### src/pointer_packet_tracker_top_macros.svh
// assertion macros for the pointer packet tracker
// included by the rtl files that carry concurrent checks; no other dependencies
`ifndef POINTER_PACKET_TRACKER_TOP_MACROS_SVH
`define POINTER_PACKET_TRACKER_TOP_MACROS_SVH
`ifndef SYNTHESIS
// same-cycle implication, disabled during reset
`define PPT_ASSERT_IMPL(label, clk, rst_n, ante, cons) \
  label: assert property (@(posedge clk) disable iff (!rst_n) (ante) |-> (cons)) \
    else $error("implication check failed");
// next-cycle implication, disabled during reset
`define PPT_ASSERT_NEXT(label, clk, rst_n, ante, cons) \
  label: assert property (@(posedge clk) disable iff (!rst_n) (ante) |=> (cons)) \
    else $error("next-cycle check failed");
`else
`define PPT_ASSERT_IMPL(label, clk, rst_n, ante, cons)
`define PPT_ASSERT_NEXT(label, clk, rst_n, ante, cons)
`endif
`endif

### src/ppt_pkg.sv
// shared types and constants for the pointer packet tracker
// no dependencies
`timescale 1ns / 1ps
`default_nettype none
package ppt_pkg;

  // position of the next byte inside a 3-byte packet
  typedef enum logic [1:0] {
    POS_FLAG = 2'd0,
    POS_X    = 2'd1,
    POS_Y    = 2'd2
  } byte_pos_t;

  // configuration register indexes
  localparam logic [1:0] CFG_WIDTH  = 2'd0;
  localparam logic [1:0] CFG_HEIGHT = 2'd1;
  localparam logic [1:0] CFG_ENABLE = 2'd2;

  // flag byte bit positions
  localparam int BIT_LEFT   = 0;
  localparam int BIT_RIGHT  = 1;
  localparam int BIT_MIDDLE = 2;
  localparam int BIT_SYNC   = 3;
  localparam int BIT_XSIGN  = 4;
  localparam int BIT_YSIGN  = 5;
  localparam int BIT_XOVF   = 6;
  localparam int BIT_YOVF   = 7;

  // reset values of the configuration registers
  localparam logic [12:0] WIDTH_RST  = 13'd1024;
  localparam logic [12:0] HEIGHT_RST = 13'd768;

endpackage : ppt_pkg
`default_nettype wire

### src/pointer_packet_tracker_top.sv
// pointer packet tracker top level: byte framing, cursor tracking, output skid
// depends on ppt_pkg and pointer_packet_tracker_top_macros.svh
`timescale 1ns / 1ps
`default_nettype none
// Usage:
//   in_*  : one device byte per beat, in_tdata = data_byte, in_tuser = batch_start
//           (batch_start clears the click flag before the byte is handled)
//   out_* : one result beat for every third decoded byte (end of a packet)
//   cfg_* : register writes, index 0 width, 1 height, 2 enable; always ready
// A packet's third byte is decoded in the cycle it is accepted and its result
// is registered into the output register, or into the skid register while the
// output is held. Bytes are taken one per cycle while in_tready is high; the
// single add-and-clamp path lies ahead of the result register. A first byte
// lacking the sync bit is dropped; all bytes are dropped while enable is 0.
// Reset (synchronous, rst_n low) empties the output, returns the framer to the
// first byte, centers the cursor, releases the buttons and loads the default
// 1024 x 768 screen with the block enabled.
// When the receiver stalls, one more result is held in a skid register; bytes
// keep being accepted until that skid register fills, then in_tready drops.
module pointer_packet_tracker_top #(
  parameter int COORD_BITS = 12
) (
  input  wire logic                  clk,
  input  wire logic                  rst_n,
  // input stream
  input  wire logic                  in_tvalid,
  output logic                       in_tready,
  input  wire logic [7:0]            in_tdata,   // [7:0] data_byte
  input  wire logic [0:0]            in_tuser,   // [0] batch_start
  // result stream
  output logic                       out_tvalid,
  input  wire logic                  out_tready,
  // cursor_x, cursor_y (COORD_BITS each), delta_x (9), delta_y (10), left_down,
  // right_down, middle_down, clicked, moved, changed, then zero fill
  output logic [((2*COORD_BITS+25+7)/8)*8-1:0] out_tdata,
  // configuration writes
  input  wire logic                  cfg_valid,
  output logic                       cfg_ready,
  input  wire logic [1:0]            cfg_index,
  input  wire logic [12:0]           cfg_data
);

`include "pointer_packet_tracker_top_macros.svh"

  localparam int CB    = COORD_BITS;
  localparam int RAWW  = 2*CB + 25;
  localparam int OW    = ((RAWW + 7) / 8) * 8;
  localparam int PADW  = OW - RAWW;
  localparam logic [16:0]   COORD_MAX17 = 17'((1 << CB) - 1);
  localparam logic [CB-1:0] POS_X_RST   = CB'(511);
  localparam logic [CB-1:0] POS_Y_RST   = CB'(383);

  // highest cursor coordinate for a screen size, saturated to the coordinate range
  function automatic logic [CB-1:0] limit_of(input logic [12:0] size);
    logic [12:0] m;
    logic [16:0] m17;
    m   = (size == 13'd0) ? 13'd0 : size - 13'd1;
    m17 = {4'b0000, m};
    if (m17 > COORD_MAX17) begin
      limit_of = COORD_MAX17[CB-1:0];
    end else begin
      limit_of = m17[CB-1:0];
    end
  endfunction

  // configuration registers, limits kept precomputed
  logic [CB-1:0] lim_x_r, lim_y_r;
  logic          enable_r;

  assign cfg_ready = 1'b1;

  always_ff @(posedge clk) begin
    if (!rst_n) begin
      lim_x_r  <= limit_of(ppt_pkg::WIDTH_RST);
      lim_y_r  <= limit_of(ppt_pkg::HEIGHT_RST);
      enable_r <= 1'b1;
    end else if (cfg_valid) begin
      unique case (cfg_index)
        ppt_pkg::CFG_WIDTH:  lim_x_r  <= limit_of(cfg_data);
        ppt_pkg::CFG_HEIGHT: lim_y_r  <= limit_of(cfg_data);
        ppt_pkg::CFG_ENABLE: enable_r <= cfg_data[0];
        default: ;
      endcase
    end
  end

  // tracker state
  ppt_pkg::byte_pos_t pos_r, pos_nxt;
  logic [7:0]    flag_r, flag_nxt;
  logic [7:0]    xbyte_r, xbyte_nxt;
  logic [CB-1:0] px_r, px_nxt;
  logic [CB-1:0] py_r, py_nxt;
  logic [2:0]    btn_r, btn_nxt;
  logic          click_r, click_nxt;

  logic          skid_valid_r;
  logic          out_valid_r;
  logic [OW-1:0] out_data_r, skid_data_r;

  logic          in_fire;
  logic          produce;
  logic [OW-1:0] res;

  assign in_tready = !skid_valid_r;
  assign in_fire   = in_tvalid && in_tready;

  // packet arithmetic from the stored bytes and the current third byte
  logic          ovf;
  logic [8:0]    dx, ry;
  logic [9:0]    dy;
  logic [CB+1:0] sum_x, sum_y;
  logic [CB-1:0] clamp_x, clamp_y;

  assign ovf   = flag_r[ppt_pkg::BIT_XOVF] || flag_r[ppt_pkg::BIT_YOVF];
  assign dx    = {flag_r[ppt_pkg::BIT_XSIGN], xbyte_r};
  assign ry    = {flag_r[ppt_pkg::BIT_YSIGN], in_tdata};
  assign dy    = 10'd0 - {ry[8], ry};
  assign sum_x = {2'b00, px_r} + {{(CB-7){dx[8]}}, dx};
  assign sum_y = {2'b00, py_r} + {{(CB-8){dy[9]}}, dy};

  // clamp to zero and to the screen limit
  always_comb begin
    if (sum_x[CB+1]) begin
      clamp_x = '0;
    end else if (sum_x[CB:0] > {1'b0, lim_x_r}) begin
      clamp_x = lim_x_r;
    end else begin
      clamp_x = sum_x[CB-1:0];
    end
    if (sum_y[CB+1]) begin
      clamp_y = '0;
    end else if (sum_y[CB:0] > {1'b0, lim_y_r}) begin
      clamp_y = lim_y_r;
    end else begin
      clamp_y = sum_y[CB-1:0];
    end
  end

  // framer next state and result assembly
  logic       moved, changed, click_base;
  logic [8:0] res_dx;
  logic [9:0] res_dy;

  always_comb begin
    pos_nxt    = pos_r;
    flag_nxt   = flag_r;
    xbyte_nxt  = xbyte_r;
    px_nxt     = px_r;
    py_nxt     = py_r;
    btn_nxt    = btn_r;
    produce    = 1'b0;
    moved      = 1'b0;
    changed    = 1'b0;
    res_dx     = '0;
    res_dy     = '0;
    click_base = (in_fire && in_tuser[0]) ? 1'b0 : click_r;
    click_nxt  = click_base;
    if (in_fire && enable_r) begin
      unique case (pos_r)
        ppt_pkg::POS_FLAG: begin
          if (in_tdata[ppt_pkg::BIT_SYNC]) begin
            flag_nxt = in_tdata;
            pos_nxt  = ppt_pkg::POS_X;
          end
        end
        ppt_pkg::POS_X: begin
          xbyte_nxt = in_tdata;
          pos_nxt   = ppt_pkg::POS_Y;
        end
        ppt_pkg::POS_Y: begin
          pos_nxt = ppt_pkg::POS_FLAG;
          produce = 1'b1;
          if (!ovf) begin
            px_nxt    = clamp_x;
            py_nxt    = clamp_y;
            btn_nxt   = flag_r[2:0];
            res_dx    = dx;
            res_dy    = dy;
            if (flag_r[ppt_pkg::BIT_LEFT] && !btn_r[0]) begin
              click_nxt = 1'b1;
            end
            moved   = (dx != 9'd0) || (ry != 9'd0);
            changed = moved || click_nxt || (flag_r[2:0] != btn_r);
          end
        end
        default: pos_nxt = ppt_pkg::POS_FLAG;
      endcase
    end
    res = {{PADW{1'b0}}, changed, moved, click_nxt,
           btn_nxt[ppt_pkg::BIT_MIDDLE], btn_nxt[ppt_pkg::BIT_RIGHT],
           btn_nxt[ppt_pkg::BIT_LEFT], res_dy, res_dx, py_nxt, px_nxt};
  end

  // state registers
  always_ff @(posedge clk) begin
    if (!rst_n) begin
      pos_r   <= ppt_pkg::POS_FLAG;
      px_r    <= POS_X_RST;
      py_r    <= POS_Y_RST;
      btn_r   <= 3'b000;
      click_r <= 1'b0;
    end else begin
      pos_r   <= pos_nxt;
      px_r    <= px_nxt;
      py_r    <= py_nxt;
      btn_r   <= btn_nxt;
      click_r <= click_nxt;
    end
  end

  // stored packet bytes, payload only
  always_ff @(posedge clk) begin
    flag_r  <= flag_nxt;
    xbyte_r <= xbyte_nxt;
  end

  // output register with one skid entry behind it
  always_ff @(posedge clk) begin
    if (!rst_n) begin
      out_valid_r  <= 1'b0;
      skid_valid_r <= 1'b0;
    end else if (out_valid_r && out_tready) begin
      if (skid_valid_r) begin
        out_data_r   <= skid_data_r;
        skid_valid_r <= 1'b0;
      end else if (produce) begin
        out_data_r <= res;
      end else begin
        out_valid_r <= 1'b0;
      end
    end else if (produce) begin
      if (!out_valid_r) begin
        out_data_r  <= res;
        out_valid_r <= 1'b1;
      end else begin
        skid_data_r  <= res;
        skid_valid_r <= 1'b1;
      end
    end
  end

  assign out_tvalid = out_valid_r;
  assign out_tdata  = out_data_r;

  // checks
  `PPT_ASSERT_IMPL(a_skid_behind_out, clk, rst_n, skid_valid_r, out_valid_r)
  `PPT_ASSERT_NEXT(a_result_lands, clk, rst_n, produce, out_valid_r)
  `PPT_ASSERT_IMPL(a_moved_changed, clk, rst_n, out_valid_r && out_data_r[2*CB+23],
                   out_data_r[2*CB+24])
  `PPT_ASSERT_IMPL(a_still_zero_delta, clk, rst_n, out_valid_r && !out_data_r[2*CB+23],
                   out_data_r[2*CB+18:2*CB] == 19'd0)

endmodule : pointer_packet_tracker_top
`default_nettype wire
### config.mk
export PLATFORM = sky130hd
export DESIGN_NAME = pointer_packet_tracker_top
export DESIGN_NICKNAME = d
export VERILOG_FILES = /design/src/ppt_pkg.sv /design/src/pointer_packet_tracker_top.sv
export VERILOG_INCLUDE_DIRS = /design/src /design/src/src
export SDC_FILE = /design/constraint.sdc
export NUM_CORES = 1
export LEC_CHECK = 0
export ABC_CLOCK_PERIOD_IN_PS = 10280
export BUFFER_PORTS_ARGS = -buffer_cell sky130_fd_sc_hd__buf_2
export CAP_MARGIN = 20
export CELL_PAD_IN_SITES_DETAIL_PLACEMENT = 1
export CELL_PAD_IN_SITES_GLOBAL_PLACEMENT = 2
export CORE_MARGIN = 4
export CORE_UTILIZATION = 35
export CTS_CLUSTER_SIZE = 25
export DETAILED_ROUTE_END_ITERATION = 10
export PLACE_DENSITY_LB_ADDON = 0.1
export SETUP_SLACK_MARGIN = 0.5
export SKIP_LAST_GASP = 1
export SLEW_MARGIN = 30
export SYNTH_ARGS = -nofsm -noshare
export SYNTH_HDL_FRONTEND = slang
export SYNTH_SLANG_ARGS = --single-unit
### constraint.sdc
create_clock -name clk -period 10.28 [get_ports clk]
set_input_delay 1.028 -clock clk [delete_from_list [all_inputs] [get_ports clk]]
set_output_delay 1.028 -clock clk [all_outputs]
set_load 0.05 [all_outputs]
Word-level counts from Yosys, hierarchy flattened
Cells that the tools add are included.
{ "word_totals": {"regBits": 177, "inputBits": 29, "wordCells": 109} }
{ "classes": {"n_addsub": 4, "eq_ne": 9, "n_reduce_logical": 29, "muxes": 48, "bitwise_logic": 2, "n_lt_le_gt_ge": 3} }
{ "op_table": {"columns": ["operator", "n"], "rows": [
  ["56-bit two-way mux", 5],
  ["12-bit two-way mux", 11],
  ["10-bit two-way mux", 3],
  ["9-bit two-way mux", 3],
  ["13-bit by 12-bit > comparator with 1-bit output", 2],
  ["1-bit two-way mux", 20],
  ["9-bit nonzero test", 2],
  ["13-bit by 10-bit adder with 14-bit output", 1],
  ["13-bit by 9-bit adder with 14-bit output", 1],
  ["13-bit by 12-bit > comparator with 1-bit output (second input constant)", 1],
  ["13-bit zero test", 1],
  ["13-bit two-way mux", 1],
  ["13-bit by 1-bit subtractor with 13-bit output (second input constant)", 1],
  ["2-bit AND reduction", 6],
  ["1-bit by 9-bit subtractor with 10-bit output (first input constant)", 1],
  ["3-bit two-way mux", 3],
  ["4-bit AND reduction", 2],
  ["2-bit != test (second input constant)", 3],
  ["3-bit AND reduction", 2],
  ["1-bit logical AND", 5],
  ["2-bit by 1-bit equality test with 1-bit output (second input constant)", 2],
  ["2-bit equality test (second input constant)", 2],
  ["2-bit zero test", 2],
  ["1-bit logical OR", 4],
  ["other kinds (8)", 11]
]} }

Longest topological paths before layout
{ "logic_depth": {"ltp_word": 16, "mapped_depth": 19, "ltp_nobuf": 18} }

Worst setup path before layout
OpenSTA, ideal clock, no wires.
{ "synth_timing": {"path_type": "input to register", "start": "in in_tvalid", "end": "reg out_data_r[0], in the netlist out_tdata[0] (enable)", "setup_time_ps": 718, "cell_stages": 4, "t_arrival_ps": 9235, "setup_slack_ps": 327, "n_path_buf": 0, "required_ps": 9562, "cell_sequence": "nor2b_1 > nand4b_1 > ha_1 > a2111oi_0"} }
{ "synth_between": {"elab_chain_cells": 5} }
{ "synth_lines": {"columns": ["element", "line_no", "text"], "rows": [
  ["start: declaration", "pointer_packet_tracker_top.sv:26", "input wire logic in_tvalid,"],
  ["1-bit logical AND *", "pointer_packet_tracker_top.sv:105", "assign in_fire = in_tvalid && in_tready;"],
  ["1-bit logical AND *", "pointer_packet_tracker_top.sv:158", "if (in_fire && enable_r) begin"],
  ["1-bit two-way mux *", "pointer_packet_tracker_top.sv:158", null],
  ["2-bit nonzero test (no source line)", null, null],
  ["4-bit AND reduction (no source line) *", null, null],
  ["end signal: assignment", "pointer_packet_tracker_top.sv:224", "out_data_r <= skid_data_r;"],
  ["end signal: assignment", "pointer_packet_tracker_top.sv:227", "out_data_r <= res;"],
  ["end signal: assignment", "pointer_packet_tracker_top.sv:233", "out_data_r <= res;"],
  ["end: declaration", "pointer_packet_tracker_top.sv:98", "logic [OW-1:0] out_data_r, skid_data_r;"]
]} }
Mark *: on every way between the ends. The rest lies on a longest branch, timed or not.
A chain may end at the register's enable or synchronous reset.

Worst setup path after layout
{ "layout_timing": {"start": "in in_tdata[3]", "end": "reg out_data_r[14], in the netlist out_tdata[14], data pin"} }
{ "layout_between": {"elab_chain_cells": 11} }
{ "layout_lines": {"columns": ["element", "line_no", "text"], "rows": [
  ["start: declaration", "pointer_packet_tracker_top.sv:28", "input wire logic [7:0] in_tdata,"],
  ["1-bit by 9-bit subtractor with 10-bit output *", "pointer_packet_tracker_top.sv:117", "assign dy = 10'd0 - {ry[8], ry};"],
  ["13-bit by 10-bit adder with 14-bit output *", "pointer_packet_tracker_top.sv:119", "assign sum_y = {2'b00, py_r} + {{(CB-8){dy[9]}}, dy};"],
  ["13-bit by 12-bit > comparator with 1-bit output", "pointer_packet_tracker_top.sv:132", "end else if (sum_y[CB:0] > {1'b0, lim_y_r}) begin"],
  ["12-bit two-way mux", "pointer_packet_tracker_top.sv:132", null],
  ["12-bit two-way mux *", "pointer_packet_tracker_top.sv:130", "if (sum_y[CB+1]) begin"],
  ["12-bit two-way mux *", "pointer_packet_tracker_top.sv:173", "if (!ovf) begin"],
  ["12-bit two-way mux *", "pointer_packet_tracker_top.sv:159", "unique case (pos_r)"],
  ["12-bit two-way mux *", "pointer_packet_tracker_top.sv:158", null],
  ["56-bit two-way mux, on equally long branches", "pointer_packet_tracker_top.sv:232, pointer_packet_tracker_top.sv:226", null],
  ["56-bit two-way mux, on equally long branches", "pointer_packet_tracker_top.sv:231, pointer_packet_tracker_top.sv:223", null],
  ["56-bit two-way mux *", "pointer_packet_tracker_top.sv:222", "end else if (out_valid_r && out_tready) begin"]
]} }
Mark *: on every way between the ends. The rest lies on a longest branch, timed or not. The select of a mux whose other input is x is not followed.

==> impl_results.md <==
- Tightest Pin Transition: 904 ps
- CP required: approximately 10000 ps
- Max_slew headroom: approximately 40%
- Maximum vdd drop: between 90 and 100 uV
- DR iter-0 viols: ~330
- Clk_skew: 11.0 ps
- DR WL/cell: 19.6 um
- Clock buffer depth: 2
- Count of warnings emitted by yosys: 0
- Highest Clock Rate: roughly 200 MHz
- Vias in the first global route: about 6900
- Synth area leaders: edfxtp_1 38%, dfxtp_1 13%, ha_1 8.3%
- Final wirelength: 24500 um
- Sequential fraction of the synthesis area: 50.9%
- Hold Startpoint: lim_x_r[10]
- Clock transition at the registers of the reported paths: 70 ps
- Register-to-Register Setup Slack: 5870 ps
- Via count: 6580
- WP data arrival: 5150 ps
- #FFs+latches synth: 170
- Ys async rst share: 0%
- Area grow syn2layout: 15.2%
- WP buf/inv: 1
- Max Slew Vio Count: 0
- PortBufs: 79
- DR vias/cell: 5.26
- Floorplan row count: 58
- Final setup violation count: 0
- Dpl hpwl: 18500 um
- Hold path depth: 2
- Power density cells: 154 mW/mm2
- CTS Sinks: 170
- Nets: around 1000
- # diodes: 0
- H-tree levels: 4
- Place WS: roughly 5000 ps
- Initial core utilization: 35.5%
- Die Wd: 168 um
- Final Core Density: 40.9%
- Setup_tns: 0 ps
- CTS tree: done
- LEAKAGE: 4.22 nW
- Status: finished, final reports clean
- Tcrit/Tclk final: approximately half
- Post-Synthesis Cells: 835
- Die area: 0.0281 mm2
- Power Total: 1.58 mW
- Crit path largest cell delay: 370 ps
- Synth unique cells: 62
- Netlist Area Pre-Place: between 0.008 and 0.009 mm2
- Final hold vios: 0
- Final ANT Viol Nets: 0
- EDFF count, synth: 113
- Number of buffers created by CTS: 17
- Area leader, netlist: edfxtp_1
- Initial antenna violation count: 0
- Avg Cell Area, Syn: about 11 um2
- Placer congestion estimate: 0.810
- Layout cells sized above 1: 15.1%
- Critical path class: in2reg
- Core area: 0.0251 mm2
- RSZ-0062 raised after global routing: false
- Commonest non-fill, non-tap cell in the layout: edfxtp_1
- Crit path cell chain: buf_2, nor3_1, nand2b_1, nor4b_1, ha_1, ha_1, a21o_1, a21oi_1, o211ai_1, a21oi_1, xnor2_1, ha_1, a211o_1, a211oi_1, o32ai_4, mux2i_1, o221ai_1
- PostCTS Resize Cnt: 0
- Critical path's slowest cell: ha_1
- Gr usage total: about 18%
- # IOs: 88
- Crit start category: primary input
- CP max FO: 13
- Reg2reg end: out_tdata[3]
- Post-CTS setup repair buffer count: 0
- Top_reg_cell synth: edfxtp_1
- Max-cap viol count: 0
- Shortest period the worst path allows: 5000 ps
- CP delay by family, top: compound AO/OA/AOI/OAI gates
- # hold bufs at CTS: 0
- Share of the synthesized area in the top cell type: 38.1%
- Final setup margin: 5280 ps
- Crit path top cell by count: ha_1
- Drt first pass iters: 4
- Critical Path End Type: flop
- Root buf cell: clkbuf_16
- Largest net degree at the start of global routing: 38
- RR Startpoint: xbyte_r[0]
- Hold/Removal Path Class: reg2reg
- Clk_lat worst skew: 430 ps
- Worst r2r path cells: 16
- Min-Delay Endpoint: lim_x_r[10]
- Global-route wire length before repair: 39300 um
- GR Overflow Total: 0
- Die Y: between 150 and 200 um
- Post-route DRC: 0
- Commonest cells after routing, fill and taps aside: 113 x edfxtp_1, 82 x nand2_1, 79 x buf_2
## report_power, final
group	internal, mW	switching (mW)
clock	0.350	0.313
combinational	0.0662	0.110
sequential	0.730	0.00892
## sequential cells by signal, summed over array words and instances (netlist names), 2 cells and up
signal	count
btn_r	3
lim_y_r	12
skid_data_r	49
pos_r	2
out_tdata	49
px_r	12
py_r	12
lim_x_r	12
xbyte_r	8
flag_r	7
## worst reg2reg max path: stages, from the launching register on
cell      delay [ps]
edfxtp_1         400
ha_1             190
inv_1             50
fa_1             400
nor2b_1          160
o31a_1           230
o211ai_1         150
nand2_1          110
xor2_1           240
ha_1             300
a21o_1           160
a21oi_1          180
o211ai_1         110
o21ai_0          180
and3_1           670
mux2i_1          480
o21ai_1          140
## stage by stage
| step | instances | hold WS (ps) | instance area (um2) |
|---|---|---|---|
| floorplan | 841 | 456 | 8930 |
| global placement | 1219 | 487 | 9650 |
| detailed placement | 1219 | 493 | 9650 |
| CTS | 1251 | 506 | 10300 |
| global route | 1251 | 539 | 10300 |
| finish | 1251 | 509 | 10300 |
## worst max-delay path by stage
| stage | start | endpoint | slack, ps | depth (start not counted) |
|---|---|---|---|---|
| 2_1_floorplan | in_tvalid | out_tdata[0] | 2730 | 4 |
| 3_3_place_gp | in_tdata[3] | out_tdata[23] | 4950 | 17 |
| 3_5_place_dp | in_tdata[3] | out_tdata[14] | 4860 | 17 |
| 4_1_cts | in_tdata[3] | out_tdata[14] | 5300 | 17 |
| 5_1_grt | in_tdata[3] | out_tdata[23] | 4940 | 17 |
| 6_report | in_tdata[3] | out_tdata[14] | 5280 | 17 |
## layer usage
metal | vias to the layer above | track usage (%) | routed length (um)
met5 | - | 0 | 0
met4 | 0 | 4.38 | 335
met3 | 21 | 2.57 | 547
met2 | 93 | 29.9 | 12000
met1 | 3274 | 23.8 | 11700
li1 | 3192 | - | -
## cell usage after synthesis (all sizes together) (15+ instances only)
cell,n
nand2,82
ha,59
o211ai,34
and2,19
a21oi,45
nor2,39
o21ai,42
inv,52
a21o,37
xnor2,18
dfxtp,57
buf,15
clkbuf,28
edfxtp,113
mux2i,27
xor2,18
o221ai,15
## cells by family after synthesis
logic type,share of synthesized area [%]
DFF,50.9
AOI/OAI and AO/OA,16.2
muxes,3.03
and+or+nand+nor,13.0
xor gates and xnor gates,3.54
buffers and inverters,4.52
adders and majority gates,8.74
other,0.0843
## layout make-up
class / count / area, um2
Clock buffer: 17 / 425
Inverter: 52 / 195
Fill cell: 2853 / 14800
Sequential cell: 170 / 4530
Multi-Input combinational cell: 576 / 4030
Tap cell: 330 / 413
Timing Repair Buffer: 91 / 485
Clock inverter: 15 / 180
Power figures use the tool's default switching activity.
